--- src/design/jls_pkg.sv ---
// ----------------------------------------------------------------------------
// jls_pkg
// Types and constants shared by the Jacobi solver modules.
// ----------------------------------------------------------------------------
`default_nettype none

package jls_pkg;

  localparam int MAX_N_DEF = 64;

  localparam logic [1:0] CMD_MAT   = 2'd0;
  localparam logic [1:0] CMD_RHS   = 2'd1;
  localparam logic [1:0] CMD_SOLVE = 2'd2;

  localparam logic [1:0] CFG_SIZE = 2'd0;
  localparam logic [1:0] CFG_TOL  = 2'd1;
  localparam logic [1:0] CFG_ITER = 2'd2;

  localparam logic [6:0]  SIZE_RST = 7'd64;
  localparam logic [30:0] TOL_RST  = 31'd66;
  localparam logic [15:0] ITER_RST = 16'd1000;

  localparam logic signed [31:0] Q_MAX = 32'sh7FFF_FFFF;
  localparam logic signed [31:0] Q_MIN = 32'sh8000_0000;

  typedef enum logic [2:0] {
    ST_IDLE,
    ST_MAC,
    ST_DRAIN,
    ST_DIV,
    ST_WRITE,
    ST_SWEEP,
    ST_OUT_RD,
    ST_OUT_LD
  } state_t;

  typedef struct packed {
    logic              done;
    logic              zero_den;
    logic signed [31:0] quot;
  } div_res_t;

endpackage

`default_nettype wire

--- src/design/jls_divider.sv ---
// ----------------------------------------------------------------------------
// jls_divider
// Serial signed Q16.16 divider, one quotient bit per cycle, saturating.
// ----------------------------------------------------------------------------
`default_nettype none

module jls_divider #(
  parameter int NUM_W = 41
) (
  input  logic                    clk,
  input  logic                    rst,
  input  logic                    start,
  input  logic signed [NUM_W-1:0] num,
  input  logic signed [31:0]      den,
  output jls_pkg::div_res_t       res
);

  localparam int DV_W = NUM_W + 16;
  localparam int CW   = $clog2(DV_W + 1);

  logic              busy;
  logic              fin;
  logic              done;
  logic              zero_den;
  logic [CW-1:0]     cnt;
  logic [DV_W-1:0]   dv;
  logic [31:0]       dsr;
  logic [31:0]       rem;
  logic              neg;
  logic signed [31:0] quot;

  logic [NUM_W-1:0]  num_mag;
  logic [31:0]       den_mag;
  logic [32:0]       shifted;
  logic [33:0]       trial;
  logic [31:0]       rem_next;
  logic              qbit;
  logic signed [31:0] sat_q;

  always_comb begin
    num_mag  = num[NUM_W-1] ? NUM_W'(-num) : NUM_W'(num);
    den_mag  = den[31] ? 32'(-den) : 32'(den);
    shifted  = {rem, dv[DV_W-1]};
    trial    = {1'b0, shifted} - {2'b00, dsr};
    qbit     = ~trial[33];
    rem_next = qbit ? trial[31:0] : shifted[31:0];
    if (neg) begin
      if (dv > DV_W'(33'h1_0000_0000 >> 1)) begin
        sat_q = jls_pkg::Q_MIN;
      end else begin
        sat_q = 32'sd0 - $signed(dv[31:0]);
      end
    end else begin
      if (dv > DV_W'(32'h7FFF_FFFF)) begin
        sat_q = jls_pkg::Q_MAX;
      end else begin
        sat_q = $signed(dv[31:0]);
      end
    end
  end

  always_ff @(posedge clk) begin
    if (rst) begin
      busy <= 1'b0;
      fin  <= 1'b0;
      done <= 1'b0;
    end else begin
      done <= 1'b0;
      if (start) begin
        if (den == 32'sd0) begin
          zero_den <= 1'b1;
          done     <= 1'b1;
          if (num == '0) begin
            quot <= 32'sd0;
          end else if (num[NUM_W-1]) begin
            quot <= jls_pkg::Q_MIN;
          end else begin
            quot <= jls_pkg::Q_MAX;
          end
        end else begin
          zero_den <= 1'b0;
          busy     <= 1'b1;
          cnt      <= CW'(DV_W);
          dv       <= {num_mag, 16'h0000};
          dsr      <= den_mag;
          rem      <= 32'd0;
          neg      <= num[NUM_W-1] ^ den[31];
        end
      end else if (busy) begin
        rem <= rem_next;
        dv  <= {dv[DV_W-2:0], qbit};
        cnt <= cnt - CW'(1);
        if (cnt == CW'(1)) begin
          busy <= 1'b0;
          fin  <= 1'b1;
        end
      end else if (fin) begin
        fin  <= 1'b0;
        quot <= sat_q;
        done <= 1'b1;
      end
    end
  end

  assign res.done     = done;
  assign res.zero_den = zero_den;
  assign res.quot     = quot;

endmodule

`default_nettype wire

--- config.mk ---
export PLATFORM = sky130hd
export DESIGN_NAME = jls_divider
export DESIGN_NICKNAME = d
export VERILOG_FILES = /design/src/design/jls_pkg.sv /design/src/design/jls_divider.sv
export SDC_FILE = /design/constraint.sdc
export NUM_CORES = 1
export LEC_CHECK = 0
export BUFFER_PORTS_ARGS = -buffer_cell sky130_fd_sc_hd__clkbuf_2
export CAP_MARGIN = 20
export CORE_MARGIN = 2
export CORE_UTILIZATION = 25
export CTS_CLUSTER_DIAMETER = 100
export CTS_CLUSTER_SIZE = 28
export DETAILED_ROUTE_END_ITERATION = 8
export MAX_ROUTING_LAYER = met4
export PLACE_DENSITY = 0.39
export SLEW_MARGIN = 25
export SYNTH_ARGS = -nofsm -noshare
export SYNTH_HDL_FRONTEND = slang
export SYNTH_SLANG_ARGS = --single-unit
--- constraint.sdc ---
create_clock -name clk -period 7.43 [get_ports clk]
set_clock_uncertainty 0.2 [all_clocks]
set_input_delay 0.3715 -clock clk [delete_from_list [all_inputs] [get_ports clk]]
set_output_delay 0.3715 -clock clk [all_outputs]
set_load 0.005 [all_outputs]
==> load_flow_metrics.sql, run 1 <==
INSERT INTO impl_metrics (metric_group, metric, value, unit) VALUES
('global_routing', 'grt_max_degree', '81', ''),
('worst_setup_path', 'r2r_setup_slack', '3290', 'ps'),
('yosys', 'yosysWarningCount', '0', ''),
('power_and_ir_drop', 'p_seq_share', '42.9', '%'),
('yosys', 'synth_sequential_area_ratio', '46.0', '%'),
('global_routing', 'globalRoute.totalOverflow', '0', ''),
('cells_and_area', 'num-fill-cells', '4419', ''),
('yosys', 'netlist-cell-type-count', '68', ''),
('yosys', 'yosys.cell_count.top_type', 'edfxtp_1', ''),
('sta', 'setup_tns', '0', 'ps'),
('floorplan', 'core-area', '0.0419', 'mm²'),
('floorplan', 'die-area', '0.0442', 'mm²'),
('clocking', 'post_cts_buffers', '0', ''),
('power_and_ir_drop', 'sw_share', '30.1', '%'),
('worst_setup_path', 'reg2reg_from', 'dv[56]', ''),
('floorplan', 'rows', '75', ''),
('worst_setup_path', 'worst-path-max-fanout', '69', ''),
('yosys', 'yosys-top-cells-area', 'edfxtp_1, a21oi_1, o21ai_0, ha_1, xnor2_1', ''),
('routing', 'drt_pass1_iterations', '5', ''),
('worst_setup_path', 'timing.rr.end', 'rem[30]', ''),
('yosys', 'cell_type_with_the_highest_aggregate_area_in_the_netlist', 'edfxtp_1', ''),
('place', 'finalWeightedCongestion', '0.805', ''),
('yosys', 'syn_area', '0.0106', 'mm²'),
('cells_and_area', 'num-nets-final', '1322', ''),
('power_and_ir_drop', 'combPwrFrac', '22.0', '%'),
('clocking', 'htree_num_levels', '4', ''),
('cells_and_area', 'diodes', '0', ''),
('routing', 'detail_route.drc_violations', '0', ''),
('cells_and_area', 'final_layout_size_suffix_gt1_share', '15.0', '%'),
('cells_and_area', 'instances_no_fill', '1759', ''),
('power_and_ir_drop', 'switching_power', '0.000806', 'W'),
('worst_setup_path', 'critical_path.endpoint', 'dv[49]', ''),
('global_routing', 'grt_pass1_wl', '46100', 'µm'),
('clocking', 'path_clk_slew', '70', 'ps'),
('worst_setup_path', 'worstSetupStartpoint', 'den[0]', ''),
('worst_setup_path', 'critical_path_top_delay_cell', 'nor4_2', ''),
('yosys', 'yosys_register_bits', '164', ''),
('floorplan', 'io-pin-count', '110', ''),
('flow_run', 'max-cap-violations', '0', ''),
('cells_and_area', 'finalInstanceArea', '0.0124', 'mm²'),
('sta', 'fin_crit_sh', '55.8', '%'),
('place', 'place.port_buffers', '109', ''),
('routing', 'dr_total_vias', '8530', ''),
('power_and_ir_drop', 'total_leakage_power', '4.50', 'nW'),
('worst_setup_path', 'critPathRequiredTime', '7300', 'ps'),
('power_and_ir_drop', 'pwr-share-clk', '35.1', '%'),
('clocking', 'tritoncts_num_sinks', '164', ''),
('sta', 'setup_viol', '0', ''),
('yosys', 'postSynthNetCount', '1235', ''),
('clocking', 'cts_hold_buf', '2', ''),
('cells_and_area', 'area_delta_synth_final', '16.7', '%'),
('yosys', 'netlist.area_leader.share', '45.5', '%'),
('clocking', 'post_cts_resized', '0', ''),
('clocking', 'cts-root-buf', 'clkbuf_16', ''),
('min_path', 'hold_path.class', 'in2reg', ''),
('yosys', 'synth_async_sr_flop_share', '0', '%'),
('sta', 'achievable-frequency', '0.241', 'GHz'),
('power_and_ir_drop', 'power-per-cell-area', '215', 'mW/mm²'),
('clocking', 'cts_tree', 'yes', ''),
('sta', 'rsz0062_at_grt', 'false', ''),
('clocking', 'total_cts_buffers', '17', ''),
('routing', 'antenna_left', '0', ''),
('place', 'dpl-instance-area', '0.0118', 'mm²'),
('run_status', 'outcome', 'finished, final reports clean', ''),
('yosys', 'syn_area_per_cell', '9.50', 'µm²'),
('worst_setup_path', 'worst_path_largest_cell_delay', '800', 'ps'),
('place', 'dp_hpwl', '20700', 'µm'),
('cells_and_area', 'post-route-util', '29.6', '%'),
('sta', 'hold_viol_final', '0', ''),
('clocking', 'clockBufferDepth', '2', ''),
('global_routing', 'grt_pass1_vias', '8317', '');
-- routing by layer --
metal | vias to the layer above | wire (µm) | global-route usage, %
li1 | 4358 | - | -
met1 | 4012 | 14700 | 18.8
met2 | 141 | 13000 | 20.7
met3 | 19 | 942 | 2.59
met4 | 0 | 376 | 3.52
met5 | - | 0 | -
-- how the worst min path moves through the flow --
stage / from / endpoint / slack (ps) / cells after the start
after global placement: fin / fin / 270 / 2
final: den[11] / dsr[11] / 40 / 2
after CTS: den[11] / dsr[11] / 20 / 2
after floorplan: fin / fin / 240 / 2
after global routing: den[23] / dsr[23] / 40 / 2
after detailed placement: fin / fin / 270 / 2
-- per-stage QoR --
stage / hold WS [ps] / total power (W) / setup WS [ps]
final: 41.2 / 0.00267 / 3280
after global routing: 42.6 / 0.00282 / 2980
after CTS: 17.4 / 0.00270 / 3210
after detailed placement: 269 / 0.00175 / 2870
after global placement: 272 / 0.00176 / 2880
after floorplan: 241 / 0.00158 / 987
-- sequential cells by signal, summed over array words and instances (netlist names) --
signal    count
zero_den      1
fin           1
cnt           6
dv           57
done          1
quot         32
rem          32
neg           1
busy          1
dsr          32
-- area by class of cell --
class / instances / area [µm²] / area share (%)
clock buffer: 18 / 429 / 3.46
clock inverter: 14 / 176 / 1.42
inverter: 55 / 206 / 1.66
multi-input combinational: 847 / 5360 / 43.2
sequential: 164 / 4890 / 39.4
tap: 539 / 674 / 5.43
timing repair buffer: 122 / 671 / 5.40
-- cells by family (layout without fill, tap and decap cells) --
| family | count (synthesis) | after routing | synth area share [%] |
|---|---|---|---|
| and+or+nand+nor | 364 | 364 | 17.5 |
| xor gates and xnor gates | 95 | 95 | 7.82 |
| AOI/OAI and AO/OA | 344 | 344 | 19.5 |
| buffers and inverters | 109 | 209 | 3.93 |
| muxes | 5 | 5 | 0.518 |
| DFF | 164 | 164 | 46.0 |
| adders and majority gates | 39 | 39 | 4.66 |
-- power groups by stage --
| stage | clock, W | sequential (W) | combinational, W |
|---|---|---|---|
| 6_report | 0.000937 | 0.00115 | 0.000588 |
| 5_1_grt | 0.00100 | 0.00115 | 0.000664 |
| 4_1_cts | 0.000966 | 0.00115 | 0.000591 |
| 3_5_place_dp | 0 | 0.00117 | 0.000586 |
| 3_3_place_gp | 0 | 0.00117 | 0.000590 |
| 2_1_floorplan | 0 | 0.00115 | 0.000425 |
-- worst reg2reg max path, delay by kind of cell, from the launching register on --
kind	cells	cell delay (ps)
AO/OA/AOI/OAI	7	2140
adder cells (fa/ha/maj)	2	560
AND/OR/NAND/NOR	2	420
flip-flops	1	420
buffers and inverters	2	130
-- placed cells by master, fill, tap and decap left out, drive strengths merged, types with 4 or more instances in the layout --
master  count
edfxtp    161
clkbuf    126
a21oi     124
o21ai      99
nor2       91
nand2      81
inv        59
xnor2      51
xor2       44
nand3      41
ha         38
nor3       28
o31ai      22
or3        22
a21o       20
nor2b      18
nor4       17
or4        16
nand4      15
buf        12
o22ai      11
o41ai      10
nor3b      10
a211oi     10
a31oi       9
o21bai      7
clkinv      6
and3        5
mux2        4
or4b        4
(Power assumes the default switching activity.)
==> run 2: changes to the inputs <==
==> constraint.sdc (replaced) <==
create_clock -name clk -period 3.95 [get_ports clk]
set_clock_uncertainty 0.2 [all_clocks]
set_input_delay 0.1975 -clock clk [delete_from_list [all_inputs] [get_ports clk]]
set_output_delay 0.1975 -clock clk [all_outputs]
set_load 0.005 [all_outputs]
==> load_flow_metrics.sql, run 2 (synthesis gave the netlist of run 1 again) <==
INSERT INTO impl_metrics (metric_group, metric, value, unit) VALUES
('floorplan', 'die_height', '210', 'µm'),
('sta', 'maxSlewViolCount', '0', ''),
('cells_and_area', 'num-nets-final', '1407', ''),
('flow_run', 'max-cap-violations', '0', ''),
('cells_and_area', 'footprint_of_the_multi_input_gates', '0.00538', 'mm²'),
('floorplan', 'rows', '75', ''),
('clocking', 'cts-root-buf', 'clkbuf_16', ''),
('worst_setup_path', 'critical_path.endpoint', 'quot[31]', ''),
('worst_setup_path', 'worstSetupStartpoint', 'dv[15]', ''),
('global_routing', 'grt_pass1_wl', '47300', 'µm'),
('cells_and_area', 'seqCellArea', '0.00489', 'mm²'),
('worst_setup_path', 'setup.worst_path.class', 'reg2reg', ''),
('power_and_ir_drop', 'total_leakage_power', '4.86', 'nW'),
('cells_and_area', 'most_common_cell_after_layout_fill_and_taps_aside', 'edfxtp_1', ''),
('clocking', 'clockBufferDepth', '2', ''),
('cells_and_area', 'final_cell_mix', 'edfxtp_1, a21oi_1, clkbuf_2, o21ai_0, nor2_1', ''),
('cells_and_area', 'post-route-util', '31.5', '%'),
('clocking', 'path_clk_slew', '70', 'ps'),
('routing', 'detail_route.iter0.violations', '482', ''),
('worst_setup_path', 'timing.critical_path.from_type', 'flip-flop', ''),
('worst_setup_path', 'worstPathCellList', 'or3_4 > or3_4 > nand4bb_1 > or4b_1 > or3_1 > nor3_1 > xnor2_1 > o21ai_0 > o21ai_0', ''),
('global_routing', 'grt_max_degree', '68', ''),
('cells_and_area', 'max_flop_register', 'dv', ''),
('worst_setup_path', 'worst_setup_path_end_kind', 'flip-flop', ''),
('min_path', 'hold_path.class', 'in2reg', ''),
('clocking', 'tritoncts_num_sinks', '164', ''),
('cells_and_area', 'area_delta_synth_final', '24.2', '%'),
('place', 'dpl-instance-area', '0.0120', 'mm²'),
('place', 'finalWeightedCongestion', '0.808', ''),
('clocking', 'htree_num_levels', '4', ''),
('floorplan', 'io-pin-count', '110', ''),
('worst_setup_path', 'timing.rr.end', 'quot[31]', ''),
('sta', 'timing_worst_slew_pin_value', '968', 'ps'),
('routing', 'drt_via_density', '4.82', ''),
('cells_and_area', 'num-fill-cells', '4332', ''),
('worst_setup_path', 'timing.reg2reg.worst_path_depth', '9', ''),
('global_routing', 'grt_antenna_before_repair', '0', ''),
('routing', 'drt_pass1_iterations', '4', ''),
('sta', 'timing.max_slew.rel_slack', '35.4', '%'),
('routing', 'detail_route.drc_violations', '0', ''),
('cells_and_area', 'final_layout_size_suffix_gt1_share', '16.3', '%'),
('place', 'placed_cells_incl_taps', '1751', ''),
('floorplan', 'die-area', '0.0442', 'mm²'),
('global_routing', 'grtUsageTotal', '14.0', '%'),
('worst_setup_path', 'critPathArrivalTime', '3690', 'ps'),
('power_and_ir_drop', 'vdd_ir_drop_max', '0.000201', 'V'),
('place', 'dp_hpwl', '21600', 'µm'),
('worst_setup_path', 'reg2reg_from', 'dv[15]', ''),
('sta', 'holdWs', '16.6', 'ps'),
('power_and_ir_drop', 'power-per-cell-area', '379', 'mW/mm²'),
('clocking', 'clk-insertion-delay-late', '440', 'ps'),
('routing', 'antenna_left', '0', ''),
('worst_setup_path', 'r2r_setup_slack', '230', 'ps'),
('routing', 'drt-total-wl', '29700', 'µm'),
('sta', 'setup_viol', '0', ''),
('cells_and_area', 'instances_no_fill', '1844', ''),
('run_status', 'outcome', 'finished, final reports clean', ''),
('worst_setup_path', 'worst-path-max-fanout', '6', ''),
('floorplan', 'initial_utilization', '25.4', '%'),
('routing', 'dr_total_vias', '8884', ''),
('sta', 'finalWorstPathRequiredPeriod', '3720', 'ps'),
('sta', 'hold_viol_final', '0', ''),
('worst_setup_path', 'worst_path_largest_cell_delay', '620', 'ps'),
('worst_setup_path', 'critPathRequiredTime', '3910', 'ps'),
('sta', 'setup_tns', '0', 'ps'),
('clocking', 'total_cts_buffers', '17', ''),
('cells_and_area', 'finalInstanceArea', '0.0132', 'mm²'),
('clocking', 'cts_tree', 'yes', ''),
('floorplan', 'core-area', '0.0419', 'mm²'),
('global_routing', 'grt_pass1_vias', '8771', ''),
('cells_and_area', 'flip_flop_count_of_the_largest_register_after_layout', '57', ''),
('place', 'place.port_buffers', '109', ''),
('routing', 'routed_len_inst', '16.1', 'µm'),
('cells_and_area', 'diodes', '0', ''),
('floorplan', 'die-width', '210', 'µm'),
('sta', 'fin_crit_sh', '94.2', '%'),
('global_routing', 'globalRoute.totalOverflow', '0', ''),
('sta', 'achievable-frequency', '0.269', 'GHz'),
('worst_setup_path', 'critical_path_top_delay_cell', 'or4b_1', '');
-- run 2: how the worst min path moves through the flow --
stage / startpoint / end / slack [ps] / depth (start not counted)
detailed placement: fin / fin / 270 / 2
finish: num[22] / dv[38] / 20 / 3
global placement: fin / fin / 260 / 2
CTS: num[22] / dv[38] / 2 / 3
floorplan: rst / done / 70 / 1
global route: num[22] / dv[38] / 1 / 3
-- run 2: per-layer routing --
layer / GRT usage [%] / share of wire (%) / vias up / routed length, µm
li1: - / - / 4524 / -
met1: 17.9 / 48 / 4189 / 14200
met2: 22.6 / 47 / 150 / 14100
met3: 2.73 / 3.4 / 21 / 1010
met4: 3.82 / 1.4 / 0 / 426
met5: - / 0 / - / 0
-- run 2: stage by stage --
stage               total power [W]  setup WS [ps]
floorplan                   0.00296           36.1
global placement            0.00334            226
detailed placement          0.00333            193
CTS                         0.00507            158
global route                0.00530          -1.38
finish                      0.00501            228
-- run 2: final cells by class --
cell class	instances	share of cell area, %
clock buffer	17	3.22
tap	539	5.10
clock inverter	15	1.12
multi-input combinational	847	40.7
sequential	164	37.0
timing repair buffer	207	11.3
inverter	55	1.56
-- run 2: timing repair --
| action | CTS | global route |
|---|---|---|
| setup endpoints to repair | 0 | 3 |
| hold endpoints to repair | 56 | 1 |
| gates resized for setup | 0 | 2 |
| hold buffers | 60 | 1 |
| setup buffers | 0 | 0 |
-- run 2: worst max-delay path: cells and delay by family, from the launching register on --
| family | cells | cell delay, ps |
|---|---|---|
| simple gates | 6 | 2410 |
| flops | 1 | 490 |
| compound gates | 2 | 260 |
| xor+xnor | 1 | 80 |
-- run 2: report_power, final --
part	switching [W]	leakage [nW]	internal (W)
logic	0.000687	3.05	0.000507
registers	0.0000811	1.54	0.00207
clock network	0.000776	0.274	0.000885
total	0.00154	4.86	0.00346
==> run 3: changes to the inputs <==
==> constraint.sdc (replaced) <==
create_clock -name clk -period 3.95 [get_ports clk]
set_clock_uncertainty 0.2 [all_clocks]
set_input_delay 1.185 -clock clk [delete_from_list [all_inputs] [get_ports clk]]
set_output_delay 1.185 -clock clk [all_outputs]
set_load 0.005 [all_outputs]
==> load_flow_metrics.sql, run 3 (synthesis gave the netlist of run 1 again) <==
INSERT INTO impl_metrics (metric_group, metric, value, unit) VALUES
('run_status', 'outcome', 'finished, final reports clean', ''),
('power_and_ir_drop', 'total_power', '0.00505', 'W'),
('floorplan', 'rows', '75', ''),
('clocking', 'total_cts_buffers', '17', ''),
('sta', 'fin_crit_sh', '96.4', '%'),
('global_routing', 'grt_antenna_before_repair', '0', ''),
('sta', 'setup_viol', '0', ''),
('routing', 'routed_len_inst', '15.8', 'µm'),
('worst_setup_path', 'worstPathCellList', 'clkbuf_2 > or4_4 > or3_4 > or4_4 > or4_1 > or4_4 > o31ai_4 > xnor2_1', ''),
('cells_and_area', 'final_layout_size_suffix_gt1_share', '21.8', '%'),
('cells_and_area', 'most_common_cell_after_layout_fill_and_taps_aside', 'edfxtp_1', ''),
('worst_setup_path', 'critPathRequiredTime', '3950', 'ps'),
('sta', 'maxSlewViolCount', '0', ''),
('routing', 'dr_total_vias', '8897', ''),
('worst_setup_path', 'critical_path_top_delay_cell', 'or4_4', ''),
('worst_setup_path', 'critPathArrivalTime', '3800', 'ps'),
('cells_and_area', 'num-nets-final', '1413', ''),
('cells_and_area', 'post-route-util', '31.5', '%'),
('floorplan', 'die_height', '210', 'µm'),
('worst_setup_path', 'critical_path.most_common_cell', 'or4_4', ''),
('flow_run', 'max-cap-violations', '0', ''),
('power_and_ir_drop', 'vdd_ir_drop_max', '0.000217', 'V'),
('routing', 'drt-total-wl', '29200', 'µm'),
('sta', 'hold_viol_final', '0', ''),
('place', 'dp_hpwl', '22000', 'µm'),
('global_routing', 'grt_pass1_vias', '8654', ''),
('sta', 'rsz0062_at_grt', 'false', ''),
('cells_and_area', 'area_delta_synth_final', '24.3', '%'),
('clocking', 'tritoncts_num_sinks', '164', ''),
('min_path', 'hold_path.class', 'reg2reg', ''),
('worst_setup_path', 'timing.critical_path.from_type', 'primary input', ''),
('place', 'placed_cells_incl_taps', '1818', ''),
('global_routing', 'grt_pass1_wl', '46900', 'µm'),
('global_routing', 'globalRoute.totalOverflow', '0', ''),
('clocking', 'path_clk_slew', '70', 'ps'),
('clocking', 'cts_tree', 'yes', ''),
('cells_and_area', 'diodes', '0', ''),
('clocking', 'post_cts_buffers', '0', ''),
('sta', 'setup_tns', '0', 'ps'),
('routing', 'detail_route.drc_violations', '0', ''),
('sta', 'timing_worst_slew_pin_value', '979', 'ps'),
('cells_and_area', 'max_flop_register', 'dv', ''),
('routing', 'antenna_left', '0', ''),
('floorplan', 'die-area', '0.0442', 'mm²'),
('routing', 'drt_pass1_iterations', '5', ''),
('worst_setup_path', 'worst_setup_path_end_kind', 'flip-flop', ''),
('place', 'dpl-instance-area', '0.0126', 'mm²'),
('cells_and_area', 'instances_no_fill', '1850', ''),
('floorplan', 'io-pin-count', '110', ''),
('routing', 'drt_via_density', '4.81', ''),
('clocking', 'cts-root-buf', 'clkbuf_16', ''),
('clocking', 'clk-insertion-delay-late', '450', 'ps'),
('global_routing', 'grt_max_degree', '66', ''),
('sta', 'finalWorstPathRequiredPeriod', '3810', 'ps'),
('global_routing', 'grtUsageTotal', '13.8', '%'),
('routing', 'detail_route.iter0.violations', '493', ''),
('sta', 'timing.max_slew.rel_slack', '34.7', '%'),
('clocking', 'clockBufferDepth', '2', ''),
('place', 'place.port_buffers', '109', ''),
('worst_setup_path', 'worst_path_largest_cell_delay', '540', 'ps'),
('cells_and_area', 'num-fill-cells', '4357', ''),
('floorplan', 'core-area', '0.0419', 'mm²'),
('floorplan', 'initial_utilization', '25.4', '%'),
('worst_setup_path', 'setup.worst_path.class', 'in2reg', ''),
('cells_and_area', 'finalInstanceArea', '0.0132', 'mm²'),
('clocking', 'htree_num_levels', '4', ''),
('power_and_ir_drop', 'total_leakage_power', '4.96', 'nW'),
('worst_setup_path', 'worst-path-max-fanout', '3', ''),
('sta', 'achievable-frequency', '0.263', 'GHz'),
('cells_and_area', 'final_cell_mix', 'edfxtp_1, a21oi_1, clkbuf_2, o21ai_0, buf_4', ''),
('place', 'finalWeightedCongestion', '0.810', ''),
('power_and_ir_drop', 'power-per-cell-area', '382', 'mW/mm²'),
('cells_and_area', 'flip_flop_count_of_the_largest_register_after_layout', '57', ''),
('floorplan', 'die-width', '210', 'µm');
[run 3: per-layer routing]
layer	global-route usage (%)	wire, µm
met4	4.33	511
met2	21.8	13600
met5	-	0
met1	18.3	14200
met3	2.09	914
[run 3: final timing paths]
path / from / end / slack (ps) / cells after the start
worst min register to register: fin / fin / 310 / 2
worst max-delay path: den[9] / dsr[22] / 140 / 8
worst max register to register: dv[56] / rem[30] / 240 / 14
worst min-delay path: fin / fin / 310 / 2
[run 3: through the flow]
step	hold slack [ps]	setup slack (ps)
2_1_floorplan	260	-281
3_3_place_gp	295	-336
3_5_place_dp	300	-330
4_1_cts	313	151
5_1_grt	350	5.00
6_report	310	144
[run 3: worst max-delay path, delay by kind of cell]
kind / cells / cell delay (ps)
AO/OA/AOI/OAI: 1 / 190
XOR/XNOR: 1 / 80
AND/OR/NAND/NOR: 5 / 2270
buffers and inverters: 1 / 90
[run 3: power breakdown]
group          leakage (nW)  total, W  internal, W  switching (W)
sequential             1.54   0.00215      0.00207      0.0000813
combinational          3.14   0.00121     0.000522       0.000687
clock                 0.287   0.00170     0.000852       0.000844
[run 3: layout make-up]
| cell class | instances | area, µm² | share of cell area, % |
|---|---|---|---|
| Multi-Input combinational cell | 847 | 5420 | 41.0 |
| Sequential cell | 164 | 4890 | 37.0 |
| Timing Repair Buffer | 213 | 1430 | 10.8 |
| Tap cell | 539 | 674 | 5.10 |
| Clock buffer | 17 | 425 | 3.22 |
| Inverter | 55 | 206 | 1.56 |
| Clock inverter | 15 | 165 | 1.25 |
[run 3: repair_timing]
item                       in CTS  in global routing
gates resized for setup         0                  5
hold buffers                    0                  0
setup endpoints to repair       0                 18
